## config.mk

```make
export PLATFORM = sky130hd
export DESIGN_NAME = sha1_message_hasher_flat
export DESIGN_NICKNAME = d
export VERILOG_FILES = /design/src/sha1_pkg.sv /design/src/sha1_if.sv /design/src/sha1_sched.sv /design/src/sha1_core.sv /design/src/sha1_message_hasher.sv /design/src/flat_wrapper.sv
export SDC_FILE = /design/constraint.sdc
export NUM_CORES = 2
export LEC_CHECK = 0
export BUFFER_PORTS_ARGS = -buffer_cell sky130_fd_sc_hd__buf_2
export CAP_MARGIN = 10
export CORE_UTILIZATION = 65
export CTS_BUF_LIST = sky130_fd_sc_hd__clkbuf_2 sky130_fd_sc_hd__clkbuf_4 sky130_fd_sc_hd__clkbuf_8
export DETAILED_ROUTE_END_ITERATION = 12
export PLACE_DENSITY = 0.82
export SETUP_SLACK_MARGIN = 0.5
export SLEW_MARGIN = 20
export SYNTH_ARGS = -nofsm -noshare
export SYNTH_HDL_FRONTEND = slang
export SYNTH_SLANG_ARGS = --single-unit
```

## constraint.sdc

```tcl
create_clock -name clk_i -period 30.9 [get_ports clk_i]
set_input_delay 1.545 -clock clk_i [delete_from_list [all_inputs] [get_ports clk_i]]
set_output_delay 1.545 -clock clk_i [all_outputs]
set_load 0.05 [all_outputs]
```

## src/sha1_pkg.sv

```systemverilog
// Shared constants, types and helpers for the SHA-1 hasher.
package sha1_pkg;

  localparam int unsigned WordW     = 32;
  localparam int unsigned NumWords  = 5;
  localparam int unsigned BlockBits = 512;
  localparam int unsigned NumRounds = 80;
  localparam int unsigned RoundW    = 7;
  localparam int unsigned FillW     = 6;
  localparam int unsigned LenW      = 61;
  localparam int unsigned IdxW      = 3;

  typedef logic [WordW-1:0] word_t;

  localparam word_t HInit [NumWords] = '{
    32'h67452301, 32'hEFCDAB89, 32'h98BADCFE, 32'h10325476, 32'hC3D2E1F0
  };

  localparam word_t K0 = 32'h5A827999;
  localparam word_t K1 = 32'h6ED9EBA1;
  localparam word_t K2 = 32'h8F1BBCDC;
  localparam word_t K3 = 32'hCA62C1D6;

  localparam logic [RoundW-1:0] Rnd20     = 7'd20;
  localparam logic [RoundW-1:0] Rnd40     = 7'd40;
  localparam logic [RoundW-1:0] Rnd60     = 7'd60;
  localparam logic [RoundW-1:0] LastRound = RoundW'(NumRounds - 1);

  localparam logic [7:0]       PadByte  = 8'h80;
  localparam logic [7:0]       ZeroByte = 8'h00;
  localparam logic [FillW-1:0] LenPos   = 6'd56;
  localparam logic [FillW-1:0] FillLast = 6'd63;
  localparam logic [IdxW-1:0]  LastIdx  = IdxW'(NumWords - 1);

  // Control from the sequencer to the round unit
  typedef struct packed {
    logic start;   // load working words from the chaining words
    logic step;    // run one round
    logic fold;    // add working words into the chaining words
    logic reinit;  // restore the initial chaining words
  } core_ctrl_t;

  // Control from the sequencer to the block buffer
  typedef struct packed {
    logic push;    // shift in one byte
    logic shift;   // advance the schedule by one word
  } sched_ctrl_t;

  function automatic word_t rotl(word_t v, int unsigned n);
    return (v << n) | (v >> (WordW - n));
  endfunction

endpackage

```

## src/sha1_if.sv

```systemverilog
// Valid/ready channel interfaces for message bytes and digest words.
interface sha1_in_if;
  logic       valid;
  logic       ready;
  logic [7:0] data_byte;
  logic       has_byte;
  logic       end_of_message;

  modport source (output valid, data_byte, has_byte, end_of_message, input ready);
  modport sink   (input valid, data_byte, has_byte, end_of_message, output ready);
endinterface

interface sha1_out_if;
  logic        valid;
  logic        ready;
  logic [31:0] digest_word;
  logic [2:0]  word_index;
  logic        last_word;

  modport source (output valid, digest_word, word_index, last_word, input ready);
  modport sink   (input valid, digest_word, word_index, last_word, output ready);
endinterface

```

## src/sha1_sched.sv

```systemverilog
// Block buffer: gathers bytes big-endian and produces the message schedule.
module sha1_sched
  import sha1_pkg::*;
(
  input  logic        clk_i,
  input  sched_ctrl_t ctrl_i,
  input  logic [7:0]  byte_i,
  output word_t       w_o
);

  logic [BlockBits-1:0] win_q, win_d;
  word_t                w0, w2, w8, w13, next_w;

  // Window word i sits at bits [BlockBits-1-32*i -: 32], oldest first
  assign w0  = win_q[BlockBits-1            -: WordW];
  assign w2  = win_q[BlockBits-1-WordW*2    -: WordW];
  assign w8  = win_q[BlockBits-1-WordW*8    -: WordW];
  assign w13 = win_q[BlockBits-1-WordW*13   -: WordW];

  assign next_w = rotl(w13 ^ w8 ^ w2 ^ w0, 1);
  assign w_o    = w0;

  always_comb begin
    win_d = win_q;
    if (ctrl_i.shift) begin
      win_d = {win_q[BlockBits-WordW-1:0], next_w};
    end else if (ctrl_i.push) begin
      win_d = {win_q[BlockBits-9:0], byte_i};
    end
  end

  always_ff @(posedge clk_i) begin
    win_q <= win_d;
  end

endmodule

```

## src/sha1_core.sv

```systemverilog
// Round unit: chaining words, working words and the shared round datapath.
module sha1_core
  import sha1_pkg::*;
(
  input  logic            clk_i,
  input  logic            rst_ni,
  input  core_ctrl_t      ctrl_i,
  input  word_t           w_i,
  input  logic [IdxW-1:0] sel_i,
  output logic            last_round_o,
  output word_t           digest_o
);

  word_t             h_q [NumWords];
  word_t             a_q, b_q, c_q, d_q, e_q;
  logic [RoundW-1:0] rnd_q;
  word_t             f, k, tmp;

  always_comb begin
    if (rnd_q < Rnd20) begin
      f = (b_q & c_q) | (~b_q & d_q);
      k = K0;
    end else if (rnd_q < Rnd40) begin
      f = b_q ^ c_q ^ d_q;
      k = K1;
    end else if (rnd_q < Rnd60) begin
      f = (b_q & c_q) | (b_q & d_q) | (c_q & d_q);
      k = K2;
    end else begin
      f = b_q ^ c_q ^ d_q;
      k = K3;
    end
  end

  assign tmp          = rotl(a_q, 5) + f + e_q + k + w_i;
  assign last_round_o = (rnd_q == LastRound);

  always_comb begin
    case (sel_i)
      3'd0:    digest_o = h_q[0];
      3'd1:    digest_o = h_q[1];
      3'd2:    digest_o = h_q[2];
      3'd3:    digest_o = h_q[3];
      default: digest_o = h_q[4];
    endcase
  end

  always_ff @(posedge clk_i or negedge rst_ni) begin
    if (!rst_ni) begin
      h_q   <= HInit;
      rnd_q <= '0;
    end else begin
      if (ctrl_i.reinit) begin
        h_q <= HInit;
      end else if (ctrl_i.fold) begin
        h_q[0] <= h_q[0] + a_q;
        h_q[1] <= h_q[1] + b_q;
        h_q[2] <= h_q[2] + c_q;
        h_q[3] <= h_q[3] + d_q;
        h_q[4] <= h_q[4] + e_q;
      end
      if (ctrl_i.start) begin
        rnd_q <= '0;
      end else if (ctrl_i.step) begin
        rnd_q <= rnd_q + 1'b1;
      end
    end
  end

  always_ff @(posedge clk_i) begin
    if (ctrl_i.start) begin
      a_q <= h_q[0];
      b_q <= h_q[1];
      c_q <= h_q[2];
      d_q <= h_q[3];
      e_q <= h_q[4];
    end else if (ctrl_i.step) begin
      a_q <= tmp;
      b_q <= a_q;
      c_q <= rotl(b_q, 30);
      d_q <= c_q;
      e_q <= d_q;
    end
  end

endmodule

```

## src/sha1_message_hasher.sv

```systemverilog
// SHA-1 hasher top level: byte intake, padding sequencer and digest output.
//
//   channel  dir  payload                               transfer when
//   in_i     in   data_byte, has_byte, end_of_message   valid && ready
//   out_o    out  digest_word, word_index, last_word    valid && ready
//
// Bytes are accepted while in StIdle. The 64th byte of a block starts
// compression: the single round unit runs 80 rounds, one per cycle, then
// adds into the chaining words, and in_i.ready stays low meanwhile.
// Closing a message writes the padding one byte per cycle outside compression
// (up to 72 across two blocks), runs one or two compressions and then holds
// out_o.valid for five transfers.
// Reset is asynchronous and restores the initial chaining words at once.
module sha1_message_hasher
  import sha1_pkg::*;
(
  input  logic       clk_i,
  input  logic       rst_ni,
  sha1_in_if.sink    in_i,
  sha1_out_if.source out_o
);

  typedef enum logic [4:0] {
    StIdle  = 5'b00001,
    StRound = 5'b00010,
    StFold  = 5'b00100,
    StPad   = 5'b01000,
    StOut   = 5'b10000
  } state_e;

  state_e            state_q, state_d;
  logic [FillW-1:0]  fill_q, fill_d;
  logic [LenW-1:0]   len_q, len_d;
  logic [IdxW-1:0]   idx_q, idx_d;
  logic              pad_q, pad_d;        // message closed, padding under way
  logic              sent80_q, sent80_d;  // marker byte written
  logic              lenok_q, lenok_d;    // length may go into this block
  logic              lastblk_q, lastblk_d;

  core_ctrl_t        core_ctrl;
  sched_ctrl_t       sched_ctrl;
  logic [7:0]        push_byte;
  logic [63:0]       len_bits;
  logic [7:0]        len_byte;
  logic              last_round;
  logic              in_xfer, out_xfer;
  word_t             w;
  word_t             digest;

  assign in_xfer  = in_i.valid && in_i.ready;
  assign out_xfer = out_o.valid && out_o.ready;

  assign len_bits = {len_q, 3'b000};
  // Length bytes go out most significant first at positions 56 to 63
  assign len_byte = 8'(len_bits >> {~fill_q[2:0], 3'b000});

  assign in_i.ready         = (state_q == StIdle);
  assign out_o.valid        = (state_q == StOut);
  assign out_o.digest_word  = digest;
  assign out_o.word_index   = idx_q;
  assign out_o.last_word    = (idx_q == LastIdx);

  always_comb begin
    state_d    = state_q;
    fill_d     = fill_q;
    len_d      = len_q;
    idx_d      = idx_q;
    pad_d      = pad_q;
    sent80_d   = sent80_q;
    lenok_d    = lenok_q;
    lastblk_d  = lastblk_q;
    core_ctrl  = '0;
    sched_ctrl = '0;
    push_byte  = in_i.data_byte;

    unique case (state_q)
      StIdle: begin
        if (in_xfer) begin
          if (in_i.has_byte) begin
            sched_ctrl.push = 1'b1;
            fill_d          = fill_q + 1'b1;
            len_d           = len_q + 1'b1;
          end
          if (in_i.end_of_message) begin
            pad_d = 1'b1;
          end
          if (in_i.has_byte && (fill_q == FillLast)) begin
            core_ctrl.start = 1'b1;
            state_d         = StRound;
          end else if (in_i.end_of_message) begin
            state_d = StPad;
          end
        end
      end
      StPad: begin
        sched_ctrl.push = 1'b1;
        fill_d          = fill_q + 1'b1;
        if (!sent80_q) begin
          push_byte = PadByte;
          sent80_d  = 1'b1;
          lenok_d   = (fill_q < LenPos);
        end else if (lenok_q && (fill_q >= LenPos)) begin
          push_byte = len_byte;
        end else begin
          push_byte = ZeroByte;
        end
        if (fill_q == FillLast) begin
          lastblk_d       = lenok_d;
          core_ctrl.start = 1'b1;
          state_d         = StRound;
        end
      end
      StRound: begin
        core_ctrl.step   = 1'b1;
        sched_ctrl.shift = 1'b1;
        if (last_round) begin
          state_d = StFold;
        end
      end
      StFold: begin
        core_ctrl.fold = 1'b1;
        if (lastblk_q) begin
          idx_d   = '0;
          state_d = StOut;
        end else if (pad_q) begin
          // A block that held the marker leaves room for the length in the next
          lenok_d = lenok_q | sent80_q;
          state_d = StPad;
        end else begin
          state_d = StIdle;
        end
      end
      StOut: begin
        if (out_xfer) begin
          if (idx_q == LastIdx) begin
            core_ctrl.reinit = 1'b1;
            len_d            = '0;
            pad_d            = 1'b0;
            sent80_d         = 1'b0;
            lenok_d          = 1'b0;
            lastblk_d        = 1'b0;
            state_d          = StIdle;
          end else begin
            idx_d = idx_q + 1'b1;
          end
        end
      end
      default: begin
        state_d = StIdle;
      end
    endcase
  end

  always_ff @(posedge clk_i or negedge rst_ni) begin
    if (!rst_ni) begin
      state_q   <= StIdle;
      fill_q    <= '0;
      len_q     <= '0;
      idx_q     <= '0;
      pad_q     <= 1'b0;
      sent80_q  <= 1'b0;
      lenok_q   <= 1'b0;
      lastblk_q <= 1'b0;
    end else begin
      state_q   <= state_d;
      fill_q    <= fill_d;
      len_q     <= len_d;
      idx_q     <= idx_d;
      pad_q     <= pad_d;
      sent80_q  <= sent80_d;
      lenok_q   <= lenok_d;
      lastblk_q <= lastblk_d;
    end
  end

  sha1_sched u_sched (
    .clk_i  (clk_i),
    .ctrl_i (sched_ctrl),
    .byte_i (push_byte),
    .w_o    (w)
  );

  sha1_core u_core (
    .clk_i        (clk_i),
    .rst_ni       (rst_ni),
    .ctrl_i       (core_ctrl),
    .w_i          (w),
    .sel_i        (idx_q),
    .last_round_o (last_round),
    .digest_o     (digest)
  );

endmodule

```

## src/flat_wrapper.sv

```systemverilog
// flat-port wrapper written by rule: the top's interface ports become plain ports
module sha1_message_hasher_flat import sha1_pkg::*;
  (clk_i, rst_ni, in_i_valid, in_i_data_byte, in_i_has_byte, in_i_end_of_message, in_i_ready, out_o_valid, out_o_digest_word, out_o_word_index, out_o_last_word, out_o_ready);
  sha1_in_if in_i_i ();
  sha1_out_if out_o_i ();
  input  logic clk_i;
  input  logic rst_ni;
  input wire logic [$bits(in_i_i.valid)-1:0] in_i_valid;
  input wire logic [$bits(in_i_i.data_byte)-1:0] in_i_data_byte;
  input wire logic [$bits(in_i_i.has_byte)-1:0] in_i_has_byte;
  input wire logic [$bits(in_i_i.end_of_message)-1:0] in_i_end_of_message;
  output wire logic [$bits(in_i_i.ready)-1:0] in_i_ready;
  output wire logic [$bits(out_o_i.valid)-1:0] out_o_valid;
  output wire logic [$bits(out_o_i.digest_word)-1:0] out_o_digest_word;
  output wire logic [$bits(out_o_i.word_index)-1:0] out_o_word_index;
  output wire logic [$bits(out_o_i.last_word)-1:0] out_o_last_word;
  input wire logic [$bits(out_o_i.ready)-1:0] out_o_ready;
  assign in_i_i.valid = in_i_valid;
  assign in_i_i.data_byte = in_i_data_byte;
  assign in_i_i.has_byte = in_i_has_byte;
  assign in_i_i.end_of_message = in_i_end_of_message;
  assign in_i_ready = in_i_i.ready;
  assign out_o_valid = out_o_i.valid;
  assign out_o_digest_word = out_o_i.digest_word;
  assign out_o_word_index = out_o_i.word_index;
  assign out_o_last_word = out_o_i.last_word;
  assign out_o_i.ready = out_o_ready;
  sha1_message_hasher u_core (.clk_i(clk_i), .rst_ni(rst_ni), .in_i(in_i_i), .out_o(out_o_i));
endmodule
```

**Word level (Yosys, flattened, before mapping)**

Cells that the tools add are included.

- Flip-flop bits (word level): 918
- Output and inout port bits: 38
- Logic and storage cells: 173

- $add $sub $neg: 13
- Magnitude comparators: 5
- Equal/unequal tests: 23
- Shift-type cells: 1
- Muxes and demuxes: 72
- Bitwise operators: 18
- Reductions and logical operators: 21

Operator list:

| cell | count |
|---|---|
| $mux 512 | 2 |
| $mux 32 | 15 |
| $mux 160 | 2 |
| $add 32x32->32 | 9 |
| $mux 61 | 4 |
| $xor 32x32->32 | 5 |
| $and 32x32->32 | 4 |
| $pmux 32 s4 | 1 |
| $pmux 61 s2 | 1 |
| $or 32x32->32 | 3 |
| $shr 64x6->8 | 1 |
| $add 61x1->61 const B | 1 |
| $mux 5 | 8 |
| $not 32->32 | 1 |
| $or 32x1->32 | 1 |
| $or 32x30->32 | 1 |
| $or 32x5->32 | 1 |
| $mux 31 | 1 |
| $pmux 5 s5 | 1 |
| $mux 8 | 3 |
| $mux 1 | 18 |
| $ne 2x2->1 const B | 8 |
| $reduce_and 5->1 | 3 |
| $lt 7x6->1 const B | 2 |
| 35 further kinds | 57 |

**Logic depth before layout (Yosys ltp)**

- Depth after elaboration: 12
- Mapped depth: 25
- Mapped depth without buffers: 25

**Cells and area by module**

A second synthesis with hierarchy kept.

- Cells, all modules: 4514
- Area, all modules: 55194.2 µm²

Modules (own cells, without submodules):

| module | times used | cells each | area each (µm²) | seq. area each (µm²) |
|---|---|---|---|---|
| sha1_core | 1 | 2737 | 27411.3 | 9083.7 |
| sha1_sched | 1 | 1246 | 22860.7 | 15374.7 |
| sha1_message_hasher | 1 | 531 | 4922.2 | 1978.1 |

**Worst setup path before layout**

No wires, ideal clock.

- Path kind: register to register
- Start point: reg u_core.state_q[0]
- End point: reg u_core.u_sched.win_q[0], enable pin
- Setup time: 4928 ps
- Arrival time: 12964 ps
- Required time: 25972 ps
- Setup slack: 13008 ps
- Cell stages (with the launch flop): 7
- Clock period less this slack: 17892 ps
- Cell sequence: dfstp_2 -> or3_1 -> or3b_2 -> clkbuf_1 -> clkbuf_1 -> clkbuf_1 -> nand3_1

- Word-level cells in the longest chain between the ends: 5
- Elaborated cells on any way between the ends: 8

RTL lines:

| item | line | RTL |
|---|---|---|
| start, declared | sha1_message_hasher.sv:31 | `state_e state_q, state_d;` |
| start signal, assigned | sha1_message_hasher.sv:156 | `state_q <= StIdle;` |
| start signal, assigned | sha1_message_hasher.sv:165 | `state_q <= state_d;` |
| $eq 5x1->1 | sha1_message_hasher.sv:57, sha1_message_hasher.sv:76 |  |
| $logic_and 1x1->1 | sha1_message_hasher.sv:50 | `assign in_xfer = in_i.valid && in_i.ready;` |
| $mux 1 | sha1_message_hasher.sv:78 | `if (in_xfer) begin` |
| $pmux 1 s2 | sha1_message_hasher.sv:76 | `unique case (state_q)` |
| $reduce_bool 2->1 (no source line) (*) | n/a |  |
| end signal, assigned | sha1_sched.sv:33 | `win_q <= win_d;` |
| end, declared | sha1_sched.sv:11 | `logic [BlockBits-1:0] win_q, win_d;` |

Every way passes the cells marked *; elsewhere a longest branch is shown, timed or not.
A chain may end at the register's enable or synchronous reset.

**Worst setup path after layout**

- Start point: reg u_core.u_core.rnd_q[3]
- End point: reg u_core.u_core.a_q[30], data pin

- Word-level cells in the longest chain between the ends: 10
- Elaborated cells on any way between the ends: 15

RTL lines:

| item | line | RTL |
|---|---|---|
| start, declared | sha1_core.sv:16 | `logic [RoundW-1:0] rnd_q;` |
| start signal, assigned | sha1_core.sv:65 | `rnd_q <= rnd_q + 1'b1;` |
| $lt 7x6->1 | sha1_core.sv:26 | `end else if (rnd_q < Rnd60) begin` |
| $mux 32 | sha1_core.sv:26 |  |
| $mux 32 | sha1_core.sv:23 | `end else if (rnd_q < Rnd40) begin` |
| $mux 32 | sha1_core.sv:20 | `if (rnd_q < Rnd20) begin` |
| $add 32x32->32 (2 in a row) | sha1_core.sv:35 | `assign tmp = rotl(a_q, 5) + f + e_q + k + w_i;` |
| $add 32x32->32 (*) (2 in a row) | sha1_core.sv:35 |  |
| $mux 32 (*) | sha1_core.sv:77 | `end else if (ctrl_i.step) begin` |
| $mux 32 (*) | sha1_core.sv:71 | `if (ctrl_i.start) begin` |
| end signal, assigned | sha1_core.sv:72 | `a_q <= h_q[0];` |
| end signal, assigned | sha1_core.sv:78 | `a_q <= tmp;` |
| end, declared | sha1_core.sv:15 | `word_t a_q, b_q, c_q, d_q, e_q;` |

Every way passes the cells marked *; elsewhere a longest branch is shown, timed or not. The select of a mux whose other input is x is not followed.

==> impl_results.md <==
- Clk pin slew, worst setup/hold paths: 0.06 ns
- Die Y: 289 µm
- Final slew viol count: 0
- Vias in the first global route: 40300
- Fin crit period: 7.70 ns
- Peak supply drop: 129 µV
- Pwr Density: between 100 and 150 nW/µm²
- Distinct cells, synth: 79
- Top-count cell post-synth: nand2_1
- Synth async-reset ratio: 0.268
- Root buffer cell: clkbuf_8
- Share of the synthesized area in the top cell type: 0.376
- Final wirelength: 147000 µm
- CP startpoint kind: register
- Starting Density: 0.662
- Syn_area_per_cell: 9.38 µm²
- Synth Net Count: approximately 6100
- Die ar.: 83700 µm²
- Synth Flop Type: edfxtp_1
- Num rows: 104
- Critical path data required time: around 31 ns
- Leak: 24.9 nW
- Setup TNS: 0 ns
- R2R Setup Slk: ~23 ns
- DR WL/cell: 21.4 µm
- Placed Instances: 6613
- Worst Hold Depth: 1
- Largest cells by area after synthesis: edfxtp_1 (38%), nand2_1 (14%), dfrtp_1 (7.7%)
- I/O pins: 52
- Origin of the worst min-delay path: u_core.u_core.h_q[63]
- Hold_buf cts: 0
- GR Util met2: 0.533
- Setup Viol. Count Final: 0
- Clock skew: ~0.049 ns
- Non-filler cells, final: just under 7000
- Initial DRC count: 5311
- Post-CTS resize count: 0
- FF+latch count, synth: between 900 and 1000
- Hold worst-path end: u_core.u_core.h_q[63]
- Reg area: 26400 µm²
- Crit-path max FO: 25
- Total track usage: 0.353
- Worst slew pin tran: 1.15 ns
- Final Hold Viols: 0
- Number of enable flip-flop cells after synthesis: 672
- First-pass GRT wire length: 226000 µm
- Area occupied by multi-input gates: 25400 µm²
- Top Usage Layer GRT: met2
- Routing usage on met3: 0.0821
- Register area share after synthesis: 0.493
- Synthesized cell area: 53700 µm²
- RSZ-0062 raised after global routing: no
- R2r startpoint: u_core.u_core.rnd_q[3]
- Clk_lat worst skew: 0.85 ns
- Max-Cap Viols: 0
- H-tree Lvls: 4
- Vias/cell: 6.18
- Initial antenna violation count: 4
- CTS tree: built
- Vias post-DR: 42600
- Mapped Cells: approximately 5700
- # DRC: 0
- Nets: 6077
- Routing usage on met1: 0.481
- Post-CTS Repair Setup Buffers: 0
- Status: finished, final reports clean
- Most area-hungry cell type in the Yosys netlist: edfxtp_1
- Reg2reg path depth: 22
- Most common library cells after synthesis: nand2_1 (1990), edfxtp_1 (672), o21ai_0 (298)
- Fill cells: ~6000
- Count of input and output buffers: between 50 and 60
- Bufs on Longest Clock Path: 3
- Layout cell share with drive strength beyond 1: 0.0822
- Clock sink total: 918
- Die X: 289 µm
- Placer congestion estimate: 1.03
- Crit path arrival time: slightly above 8 ns
- Final period utilization: 0.249
- Max Clock Freq: 0.130 GHz
- DR pass1 iterations: 8
- Worst Setup End Kind: register
- Detailed placer's ending HPWL: 102000 µm
- Final ANT Viol Nets: 0
- Core area: just over 80000 µm²
- Grt total ovfl: 0
- Slew HR: 0.231
- Hold WC Path Type: register to register
- Critical path class: register to register
- R2R Path End: u_core.u_core.a_q[30]
- Synthesis-to-finish area growth: 7.74%
- Synth warnings: 0
- Final core utilization: 0.713
- Largest net degree at the start of global routing: 241
- Cts bufs inserted: 154
-- worst max-delay path by stage --
stage / to / depth (start not counted) / from / slack (ns)
6_report: u_core.u_core.a_q[30] / 22 / u_core.u_core.rnd_q[3] / 23.20
5_1_grt: u_core.u_core.a_q[28] / 22 / u_core.u_core.rnd_q[3] / 22.93
4_1_cts: u_core.u_core.a_q[30] / 22 / u_core.u_core.rnd_q[3] / 23.38
3_5_place_dp: u_core.u_core.a_q[30] / 22 / u_core.u_core.rnd_q[3] / 23.39
3_3_place_gp: u_core.u_core.a_q[30] / 22 / u_core.u_core.rnd_q[3] / 23.54
2_1_floorplan: u_core.u_sched.win_q[0] / 6 / u_core.state_q[0] / 13.01
-- cells by family after synthesis --
logic type,count (synthesis),share of synthesized area
and+or+nand+nor,2650,0.202
buffers and inverters,494,0.0346
xor gates and xnor gates,306,0.0500
DFF,918,0.493
AOI/OAI and AO/OA,956,0.110
muxes,41,0.0108
adders and majority gates,354,0.100
-- flip-flops by register name, indices dropped and copies added, names as in the netlist --
name / cells
u_core.u_core.a_q: 32
u_core.u_core.d_q: 32
u_core.out_o.word_index: 3
u_core.u_sched.win_q: 512
u_core.u_core.e_q: 32
u_core.state_q: 5
u_core.lastblk_q: 1
u_core.pad_q: 1
u_core.u_core.rnd_q: 7
u_core.len_q: 61
u_core.fill_q: 6
u_core.sent80_q: 1
u_core.lenok_q: 1
u_core.u_core.h_q: 160
u_core.u_core.c_q: 32
u_core.u_core.b_q: 32
-- cells in the final DEF (no fill, tap or decap), drive strengths merged, types with 12 or more instances in the layout --
cell    Yosys  routed
nand2    1991    1991
edfxtp    672     672
o21ai     298     298
nor2      279     279
a21oi     253     253
inv       238     249
ha        229     229
clkbuf    234     224
xnor2     196     196
dfrtp     165     165
fa        125     125
xor2      110     110
buf        22      90
nand3      83      83
dfstp      81      81
a21o       72      72
a22oi      67      67
a31oi      57      57
nor3       54      54
nor2b      45      45
clkinv      0      40
and3       34      34
or3        33      33
nand2b     31      31
o32ai      22      22
mux2i      21      21
nand4      20      20
a211oi     20      20
o21a       17      17
nor3b      17      17
o31ai      16      16
o21bai     15      15
o211ai     15      15
nor4       13      13
mux4       13      13
a221oi     12      12
-- per-layer routing --
layer  share of wire  wire [µm]  up-vias
met5         0.00016         23        -
met4           0.051       7470        4
met3            0.11      15800      441
met2            0.45      65800     2073
met1            0.40      58200    20600
li1                -          -    19500
-- where the power goes --
group	total [mW]	switching (mW)	internal [mW]
Combinational	3.92	2.37	1.55
Clock	1.10	0.523	0.582
Sequential	2.53	0.406	2.12
Total	7.56	3.30	4.26
-- critical path: stages, from the launching register on --
cell and delay (ns):
dfrtp_1 0.46, o21ai_0 0.28, nor2b_1 0.21, nand2b_1 0.58
nand2_1 0.58, buf_4 0.38, o221ai_1 0.22, fa_1 0.54
inv_1 0.05, fa_1 0.48, inv_1 0.05, fa_1 0.48
inv_1 0.04, ha_1 0.21, nor4_1 0.28, o21ai_0 0.22
a2111oi_0 0.86, nor2_1 0.27, a221oi_1 0.53, o311ai_0 0.23
a31oi_1 0.22, xor2_1 0.16, o21ai_0 0.08
-- metrics by stage --
step                      setup WS [ns]  hold slack [ns]  cell area (µm²)  power [mW]
after floorplan                   13.01            0.468            53700        5.63
after global placement            23.54            0.488            54700        6.26
after detailed placement          23.39            0.499            54700        6.38
after CTS                         23.38            0.504            57800        7.51
after global routing              22.93            0.525            57800        8.11
final                             23.20            0.500            57800        7.56
-- cell type report --
class	instances	area share
flip-flops and latches	918	0.457
multi-input cells	4307	0.440
clock buffers	224	0.0463
well taps	1060	0.0229
inverters	238	0.0155
repair buffers	90	0.0109
clock inverters	53	0.00710
diodes	2	0.0000866
(Power assumes the default switching activity.)
